**src/hw/rtl/scfp_pkg.sv**
```systemverilog
// ----------------------------------------------------------------------------
// scfp_pkg: shared types and constants of the servo command frame parser
// Holds the parse phase encoding, the frame event bundle passed from the
// parser to the servo bank, and the reset values and command codes.
// ----------------------------------------------------------------------------
package scfp_pkg;

	localparam int unsigned NUM_SERVOS_DEF = 4;
	localparam int unsigned NUM_CHANNELS   = 4;
	localparam int unsigned CAPTURE_DEPTH  = 3;

	localparam logic [15:0] OFFSET_RESET = 16'd1000;

	// command codes
	localparam logic [7:0] CMD_FIRST     = 8'd1;
	localparam logic [7:0] CMD_SET_SERVO = 8'd2;
	localparam logic [7:0] CMD_LAST      = 8'd4;

	// register map (word index taken from paddr[2])
	localparam logic REG_PULSE_OFFSET = 1'b0;

	// stream payload widths
	localparam int unsigned IN_DATA_W  = 8;
	localparam int unsigned OUT_DATA_W = 80;

	typedef enum logic [1:0] {
		PH_CMD  = 2'd0,
		PH_LEN  = 2'd1,
		PH_DATA = 2'd2
	} phase_t;

	// per-byte frame event, valid in the cycle the byte is accepted
	typedef struct packed {
		logic        done;
		logic [7:0]  command;
		logic        unknown;
		logic        set_servo;
		logic [7:0]  servo;
		logic [15:0] width;
	} frame_evt_t;

endpackage

```
**src/hw/rtl/scfp_parser.sv**
```systemverilog
// ----------------------------------------------------------------------------
// scfp_parser: frame parser and capture store
// Walks command / length / data bytes, keeps the leading data bytes and
// reports the end of each frame together with the decoded servo request.
// ----------------------------------------------------------------------------
module scfp_parser (
	input  logic                    clk,
	input  logic                    arst_n,
	input  logic                    byte_valid,
	input  logic [7:0]              byte_in,
	output scfp_pkg::frame_evt_t    evt
);

	scfp_pkg::phase_t phase_q, phase_nxt;
	logic [7:0] cmd_q;
	logic [7:0] rem_q;
	logic [7:0] idx_q;
	logic [7:0] cap_q [scfp_pkg::CAPTURE_DEPTH];

	logic [7:0] rem_dec;
	logic [7:0] idx_inc;
	logic       data_last;
	logic       keep_byte;
	logic       done;
	logic [7:0] cmd_nxt;

	assign rem_dec   = rem_q - 8'd1;
	assign idx_inc   = idx_q + 8'd1;
	assign data_last = (rem_dec == 8'd0);

	// next phase
	always_comb begin
		unique case (phase_q)
			scfp_pkg::PH_LEN:  phase_nxt = (byte_in == 8'd0) ? scfp_pkg::PH_CMD
			                                                 : scfp_pkg::PH_DATA;
			scfp_pkg::PH_DATA: phase_nxt = data_last ? scfp_pkg::PH_CMD
			                                         : scfp_pkg::PH_DATA;
			default:           phase_nxt = scfp_pkg::PH_LEN;
		endcase
	end

	// per-phase decode
	always_comb begin
		done      = 1'b0;
		keep_byte = 1'b0;
		cmd_nxt   = cmd_q;
		unique case (phase_q)
			scfp_pkg::PH_LEN:  done = (byte_in == 8'd0);
			scfp_pkg::PH_DATA: begin
				done      = data_last;
				keep_byte = !data_last;
			end
			default:           cmd_nxt = byte_in;
		endcase
	end

	always_ff @(posedge clk or negedge arst_n) begin
		if (!arst_n) begin
			phase_q <= scfp_pkg::PH_CMD;
			cmd_q   <= '0;
			rem_q   <= '0;
			idx_q   <= '0;
			for (int i = 0; i < scfp_pkg::CAPTURE_DEPTH; i++) begin
				cap_q[i] <= '0;
			end
		end else if (byte_valid) begin
			phase_q <= phase_nxt;
			cmd_q   <= cmd_nxt;
			if (phase_q == scfp_pkg::PH_LEN) begin
				rem_q <= byte_in;
			end else if (phase_q == scfp_pkg::PH_DATA) begin
				rem_q <= rem_dec;
				if (data_last) begin
					idx_q <= '0;
				end else begin
					idx_q <= idx_inc;
				end
			end
			// kept byte at idx, terminating zero at idx+1; beyond depth dropped
			if (keep_byte) begin
				for (int i = 0; i < scfp_pkg::CAPTURE_DEPTH; i++) begin
					if (idx_q == 8'(i)) begin
						cap_q[i] <= byte_in;
					end else if (idx_inc == 8'(i)) begin
						cap_q[i] <= 8'd0;
					end
				end
			end
		end
	end

	always_comb begin
		evt.done      = done;
		evt.command   = cmd_nxt;
		evt.unknown   = done && ((cmd_nxt < scfp_pkg::CMD_FIRST) ||
		                         (cmd_nxt > scfp_pkg::CMD_LAST));
		evt.set_servo = done && (cmd_nxt == scfp_pkg::CMD_SET_SERVO);
		evt.servo     = cap_q[0];
		evt.width     = {cap_q[1], cap_q[2]};
	end

endmodule

```
**src/hw/rtl/servo_command_frame_parser.sv**
```systemverilog
// ----------------------------------------------------------------------------
// servo_command_frame_parser: servo command frame parser, top level
// Parses a byte stream of command frames, updates servo pulse widths on
// command 2 and reports per-channel compare values after every byte.
// ----------------------------------------------------------------------------
//
// Channel    Dir  Handshake                 Payload
// s_*        in   s_tvalid / s_tready       s_tdata[7:0] = data_byte
// m_*        out  m_tvalid / m_tready       m_tlast = frame_done, m_tdata (see port)
// APB        in   psel & penable & pwrite   0x0: pulse_offset[15:0]
//
// Cycles: one byte per clock sustained while m_tready keeps up; the result of
// a byte appears in the output register on the cycle after its transaction.
// All parsing, the servo write and the four offset adders sit between the
// input handshake and that register.
// Reset: arst_n clears parse state, capture bytes and pulse widths, and sets
// pulse_offset to 1000.
// Stalls: s_tready is high whenever the output register is empty or being
// drained in the same cycle, so input is held off only while a result waits
// with m_tready low, and resumes with no bubble once it is taken.
//
module servo_command_frame_parser #(
	parameter int unsigned NUM_SERVOS = scfp_pkg::NUM_SERVOS_DEF
) (
	input  logic        clk,
	input  logic        arst_n,

	// input stream
	input  logic        s_tvalid,
	output logic        s_tready,
	input  logic [7:0]  s_tdata,   // [7:0] data_byte

	// result stream
	output logic        m_tvalid,
	input  logic        m_tready,
	output logic        m_tlast,   // frame_done
	// [7:0] command_code, [8] unknown_command, [9] servo_written,
	// [10] bad_servo_index, [26:11] compare_ch0, [42:27] compare_ch1,
	// [58:43] compare_ch2, [74:59] compare_ch3, [79:75] zero
	output logic [79:0] m_tdata,

	// configuration
	input  logic        psel,
	input  logic        penable,
	input  logic        pwrite,
	input  logic [2:0]  paddr,
	input  logic [31:0] pwdata,
	output logic [31:0] prdata,
	output logic        pready
);

	scfp_pkg::frame_evt_t evt;

	logic        in_xact;
	logic        cfg_wr;
	logic [15:0] offset_q;
	logic [15:0] pw_q   [NUM_SERVOS];
	logic [15:0] pw_nxt [NUM_SERVOS];
	logic [15:0] cmp    [scfp_pkg::NUM_CHANNELS];
	logic        servo_ok;
	logic        written;
	logic        bad;

	logic        m_tvalid_q;
	logic        m_tlast_q;
	logic [79:0] m_tdata_q;

	// ------------------------------------------------------------------
	// handshakes
	// ------------------------------------------------------------------
	assign s_tready = !m_tvalid_q || m_tready;
	assign in_xact  = s_tvalid && s_tready;

	assign pready = 1'b1;
	assign cfg_wr = psel && penable && pwrite && pready &&
	                (paddr[2] == scfp_pkg::REG_PULSE_OFFSET);
	assign prdata = (paddr[2] == scfp_pkg::REG_PULSE_OFFSET) ? {16'd0, offset_q}
	                                                         : 32'd0;

	always_ff @(posedge clk or negedge arst_n) begin
		if (!arst_n) begin
			offset_q <= scfp_pkg::OFFSET_RESET;
		end else if (cfg_wr) begin
			offset_q <= pwdata[15:0];
		end
	end

	// ------------------------------------------------------------------
	// frame parsing
	// ------------------------------------------------------------------
	scfp_parser u_parser (
		.clk        (clk),
		.arst_n     (arst_n),
		.byte_valid (in_xact),
		.byte_in    (s_tdata),
		.evt        (evt)
	);

	// ------------------------------------------------------------------
	// servo bank: index check against the servo count
	// ------------------------------------------------------------------
	assign servo_ok = (evt.servo < 8'(NUM_SERVOS));
	assign written  = evt.set_servo && servo_ok;
	assign bad      = evt.set_servo && !servo_ok;

	always_comb begin
		for (int s = 0; s < NUM_SERVOS; s++) begin
			pw_nxt[s] = (written && (evt.servo == 8'(s))) ? evt.width : pw_q[s];
		end
	end

	always_ff @(posedge clk or negedge arst_n) begin
		if (!arst_n) begin
			for (int s = 0; s < NUM_SERVOS; s++) begin
				pw_q[s] <= '0;
			end
		end else if (in_xact) begin
			for (int s = 0; s < NUM_SERVOS; s++) begin
				pw_q[s] <= pw_nxt[s];
			end
		end
	end

	// compare values use the widths as updated by this byte;
	// channels without a servo report the offset alone
	always_comb begin
		for (int k = 0; k < scfp_pkg::NUM_CHANNELS; k++) begin
			if (k < NUM_SERVOS) begin
				cmp[k] = offset_q + pw_nxt[k];
			end else begin
				cmp[k] = offset_q;
			end
		end
	end

	// ------------------------------------------------------------------
	// output register
	// ------------------------------------------------------------------
	always_ff @(posedge clk or negedge arst_n) begin
		if (!arst_n) begin
			m_tvalid_q <= 1'b0;
		end else if (s_tready) begin
			m_tvalid_q <= s_tvalid;
		end
	end

	always_ff @(posedge clk) begin
		if (in_xact) begin
			m_tlast_q <= evt.done;
			m_tdata_q <= {5'd0, cmp[3], cmp[2], cmp[1], cmp[0],
			              bad, written, evt.unknown, evt.command};
		end
	end

	assign m_tvalid = m_tvalid_q;
	assign m_tlast  = m_tlast_q;
	assign m_tdata  = m_tdata_q;

endmodule
```
**config.mk**
```make
export PLATFORM = sky130hd
export DESIGN_NAME = servo_command_frame_parser
export DESIGN_NICKNAME = d
export VERILOG_FILES = /design/src/hw/rtl/scfp_pkg.sv /design/src/hw/rtl/scfp_parser.sv /design/src/hw/rtl/servo_command_frame_parser.sv
export SDC_FILE = /design/constraint.sdc
export NUM_CORES = 1
export LEC_CHECK = 0
export BUFFER_PORTS_ARGS = -buffer_cell sky130_fd_sc_hd__buf_2
export CAP_MARGIN = 15
export CORE_UTILIZATION = 50
export CTS_CLUSTER_DIAMETER = 120
export DETAILED_ROUTE_END_ITERATION = 10
export PLACE_DENSITY = 0.78
export SLEW_MARGIN = 15
export SYNTH_ARGS = -nofsm -noshare
export SYNTH_HDL_FRONTEND = slang
export SYNTH_SLANG_ARGS = --single-unit
export TNS_END_PERCENT = 100
```
**constraint.sdc**
```tcl
create_clock -name clk -period 10.8 [get_ports clk]
set_input_delay 1.62 -clock clk [delete_from_list [all_inputs] [get_ports clk]]
set_output_delay 1.62 -clock clk [all_outputs]
set_load 0.01 [all_outputs]
```
==> qor_table.md <==
| Item | Value |
|:---|:---|
| Status | finished clean |
| Async S/R FF share, synth | 63.3% |
| Net switching power figure | 0.692 mW |
| Cell internal power dissipation | 1.58 mW |
| Slew of the pin with the lowest slew margin | 1.09 ns |
| Growth of design area from synthesis to finish | 12.6% |
| Buffering stage count on the worst path with inverters included | 1 |
| Library cell used as clock root buffer | clkbuf_16 |
| Data arrival time of the worst path | 6.14 ns |
| Number of port buffers | 125 |
| Total standard cell area after synthesis | 11600 um2 |
| Hold Buf Count CTS | 0 |
| Post-synthesis sequential element count | 207 |
| Initial DRC count | 444 |
| Overall track demand over capacity in global routing | 21.0% |
| Part of the power in combinational logic | 23.4% |
| Post-route fraction of the period consumed by the critical path | 54.8% |
| Vias after detailed routing | 7979 |
| Die Y-Extent | 155 um |
| Setup slack of the worst register-to-register path | 5.15 ns |
| Die Wd | 155 um |
| Compound-gate portion of the synthesized area | 12.0% |
| Worst-case reg-to-reg path depth | 15 |
| Commonest register cell after synthesis | dfrtp_1 |
| Family with the most delay on the worst path | compound AO/OA/AOI/OAI gates |
| Area share of the largest cell type after synthesis | 26.9% |
| Switching Fraction | 30.5% |
| Library cell appearing most often on the critical path | a21o_1 |
| Adder-cell share of the synthesized area | 8.42% |
| Number of standard cells after synthesis | 970 |
| Cell count along the critical path | 14 |
| Number of nets in the layout | 1219 |
| Power per standard cell area | 173 nW/um2 |
| Worst max-slew margin expressed relative to the limit | 26.8% |
| Largest stage delay on the critical path | 0.56 ns |
| Most frequent cells after synthesis | 157 x mux2_2, 125 x dfrtp_1, 76 x edfxtp_1 |
| Number of antenna diodes | 0 |
| Pin count of the biggest net entering global routing | 84 |
| Core area | 22700 um2 |
| Fraction of layout instances using a drive strength above 1 | 30.2% |
| Buffers inserted during post-CTS setup optimization | 0 |
| Clock slew at the register clock pins of the worst setup and hold paths | 0.06 ns |
| Number of warnings reported in the yosys synthesis log | 0 |
| Drt drc | 0 |
| Number of levels in the clock H-tree | 1 |
| Global placer's final weighted congestion | 0.883 |
| Count of flip-flops with a built-in enable after synthesis | 76 |
| Dominant combinational cell family by area after synthesis | multiplexers |
| Depth of the worst hold-timing path | 1 |
| Cell with the biggest individual delay on the critical path | a221oi_1 |
| Final Hold Vio Count | 0 |
| Type of the most critical hold path | flop to flop |
| TritonCTS clock tree | yes |
| Crit path required time | 11.02 ns |
| Mux cell area share after synthesis | 15.2% |
| DR WL/cell | 17.9 um |
| Largest clock skew in the final design | 0.0106 ns |
| Largest cells by area after synthesis | dfrtp_1 27%, edfxtp_1 20%, mux2_2 15%, ha_1 7.7%, xnor2_1 3.0% |
| Static leakage | 6.18 nW |
| Final Power | 2.27 mW |
| Detail Placement HPWL | 17.8 mm |
| Starting density of the core | 51.3% |
| Max Slew Vio Count | 0 |
| Final Routed Wirelength | 25.0 mm |
| Part of the total power dissipated in the clock network | 31.0% |
| Startpoint of the lowest-slack hold path | u_parser.evt[21] |
| Share of synthesized cell area in and, or, nand and nor gates | 9.11% |
| Chain of cells forming the critical path | buf_2 > nor4_1 > nand3b_1 > a21o_1 > nor4_4 > nand2_2 > mux2_2 > ha_1 > a21o_1 > a211oi_1 > a21boi_0 > o211ai_1 > a221oi_1 > xnor2_1 |
| CTS sink cnt | 207 |
| Wire length of the first global-routing pass | 39.4 mm |
| Register area share after synthesis | 47.8% |
| Initial antenna violation count | 0 |
| Setup TNS | 0 ns |
| Launch instance of the worst register-to-register path | u_parser.phase_q[0] |
| Largest fanout of any net on the critical path | 15 |
| Antenna Violating Nets Remaining | 0 |
| Vias per cell | 5.72 |
| Clock tree buffer depth | 3 |
| Nature of the critical path endpoint | flop |
| First-pass DRT Iterations | 5 |
| Setup crit start kind | input port |
| Classification of the worst setup path | input port to flop |
| Xor-xnor portion of the synthesized cell area | 4.44% |
| Peak Freq | 169 MHz |
| Number of cells upsized or downsized after cts | 0 |
| Leading cell type by number of instances after synthesis | mux2_2 |
| Min-Delay Endpoint | u_parser.evt[21] |
| Sequential power share | 45.6% |
| Dominant cell type by area after synthesis | dfrtp_1 |
| Placement Rows | 55 |
| Remaining global-route overflow | 0 |
| Worst IR Drop VDD | 176 uV |
| Via count of the first global-routing pass | 7608 |
| Total of max-cap violations | 0 |
| Clock latency on the worst-skew pair | 0.50 ns |
| Post-synthesis area per instance | 12.0 um2 |
| TritonCTS Buffers | 22 |
| I/O pin total | 166 |
| Time the final worst path needs with I/O delays and setup | 5.92 ns |
| Setup Viol. Count Final | 0 |
| Total die area | 23900 um2 |
| R2r endpoint | m_tdata[58] |
| Number of distinct library cells after synthesis | 64 |
| Unrepaired setup endpoints after global routing | false |
-- through the flow --
| stage | instances | area (um2) | setup slack [ns] | hold slack (ns) | utilization, % |
|---|---|---|---|---|---|
| 2_1_floorplan | 990 | 11700 | 5.56 | 0.466 | - |
| 3_3_place_gp | 1354 | 12400 | 4.51 | 0.481 | 54.8 |
| 3_5_place_dp | 1354 | 12400 | 4.52 | 0.483 | 54.8 |
| 4_1_cts | 1394 | 13100 | 5.01 | 0.500 | 57.8 |
| 5_1_grt | 1394 | 13100 | 4.71 | 0.513 | 57.8 |
| 6_report | 1394 | 13100 | 4.88 | 0.499 | 57.8 |
-- cells in the final DEF, fill, tap and decap left out, types with 8 or more instances in the layout --
cell	synthesis	routed
dfrtp_1	125	125
nand2_1	37	37
nand2b_1	16	16
a211oi_1	8	8
clkbuf_1	10	8
nor2b_1	25	25
nor2_1	38	38
ha_1	72	72
a21o_1	21	21
clkbuf_16	0	23
xnor2_1	40	40
o211ai_1	9	9
o21bai_1	9	9
inv_1	17	17
nor3_1	13	13
and3_1	11	11
buf_2	8	124
a21boi_0	8	8
mux2_2	157	157
o21ai_0	44	44
a21oi_1	52	52
edfxtp_1	76	76
a22o_1	25	25
conb_1	2	22
nand3_1	11	11
xor2_1	19	19
-- kinds of logic after synthesis --
kind of cell | Yosys count
simple gates | 193
compound gates | 211
buf+inv | 65
other cells | 2
flops | 207
fa+ha+maj | 76
xor+xnor | 59
mux | 157
-- state kept, by name, summed over array words and instances (netlist names) --
name and cells:
u_parser.cmd_q 8, offset_q 16, u_parser.phase_q 2, pw_q 64
u_parser.idx_q 8, m_tvalid 1, m_tlast 1, u_parser.rem_q 8
m_tdata 75, u_parser.evt 24
-- cell type report --
| cell class | count | area [um2] |
|---|---|---|
| Clock buffer | 34 | 647 |
| Clock inverter | 6 | 28.8 |
| Fill cell | 1838 | 9590 |
| Inverter | 17 | 63.8 |
| Multi-Input combinational cell | 718 | 5810 |
| Sequential cell | 207 | 5570 |
| Tap cell | 285 | 357 |
| Timing Repair Buffer | 127 | 643 |
-- worst max-delay path by stage --
stage / start / end / slack, ns
global route: s_tdata[4] / m_tdata[58] / 4.71
global placement: s_tdata[4] / m_tdata[58] / 4.51
finish: s_tdata[4] / m_tdata[58] / 4.88
CTS: s_tdata[4] / m_tdata[58] / 5.01
detailed placement: s_tdata[4] / m_tdata[58] / 4.52
floorplan: s_tdata[5] / m_tdata[39] / 5.56
-- per-layer routing --
layer / track usage (%) / part of all wire, % / up-vias
li1: - / - / 3832
met1: 28.5 / 45 / 3868
met2: 34.1 / 47 / 240
met3: 3.81 / 5.5 / 39
met4: 6.74 / 2.7 / 0
met5: 0 / 0 / -
-- power groups by stage --
stage	Clock (mW)	Combinational, mW	Sequential [mW]
floorplan	0	0.378	1.04
global placement	0	0.510	1.04
detailed placement	0	0.527	1.05
CTS	0.718	0.530	1.03
global route	0.754	0.590	1.05
finish	0.705	0.530	1.04
(Power assumes the default switching activity.)
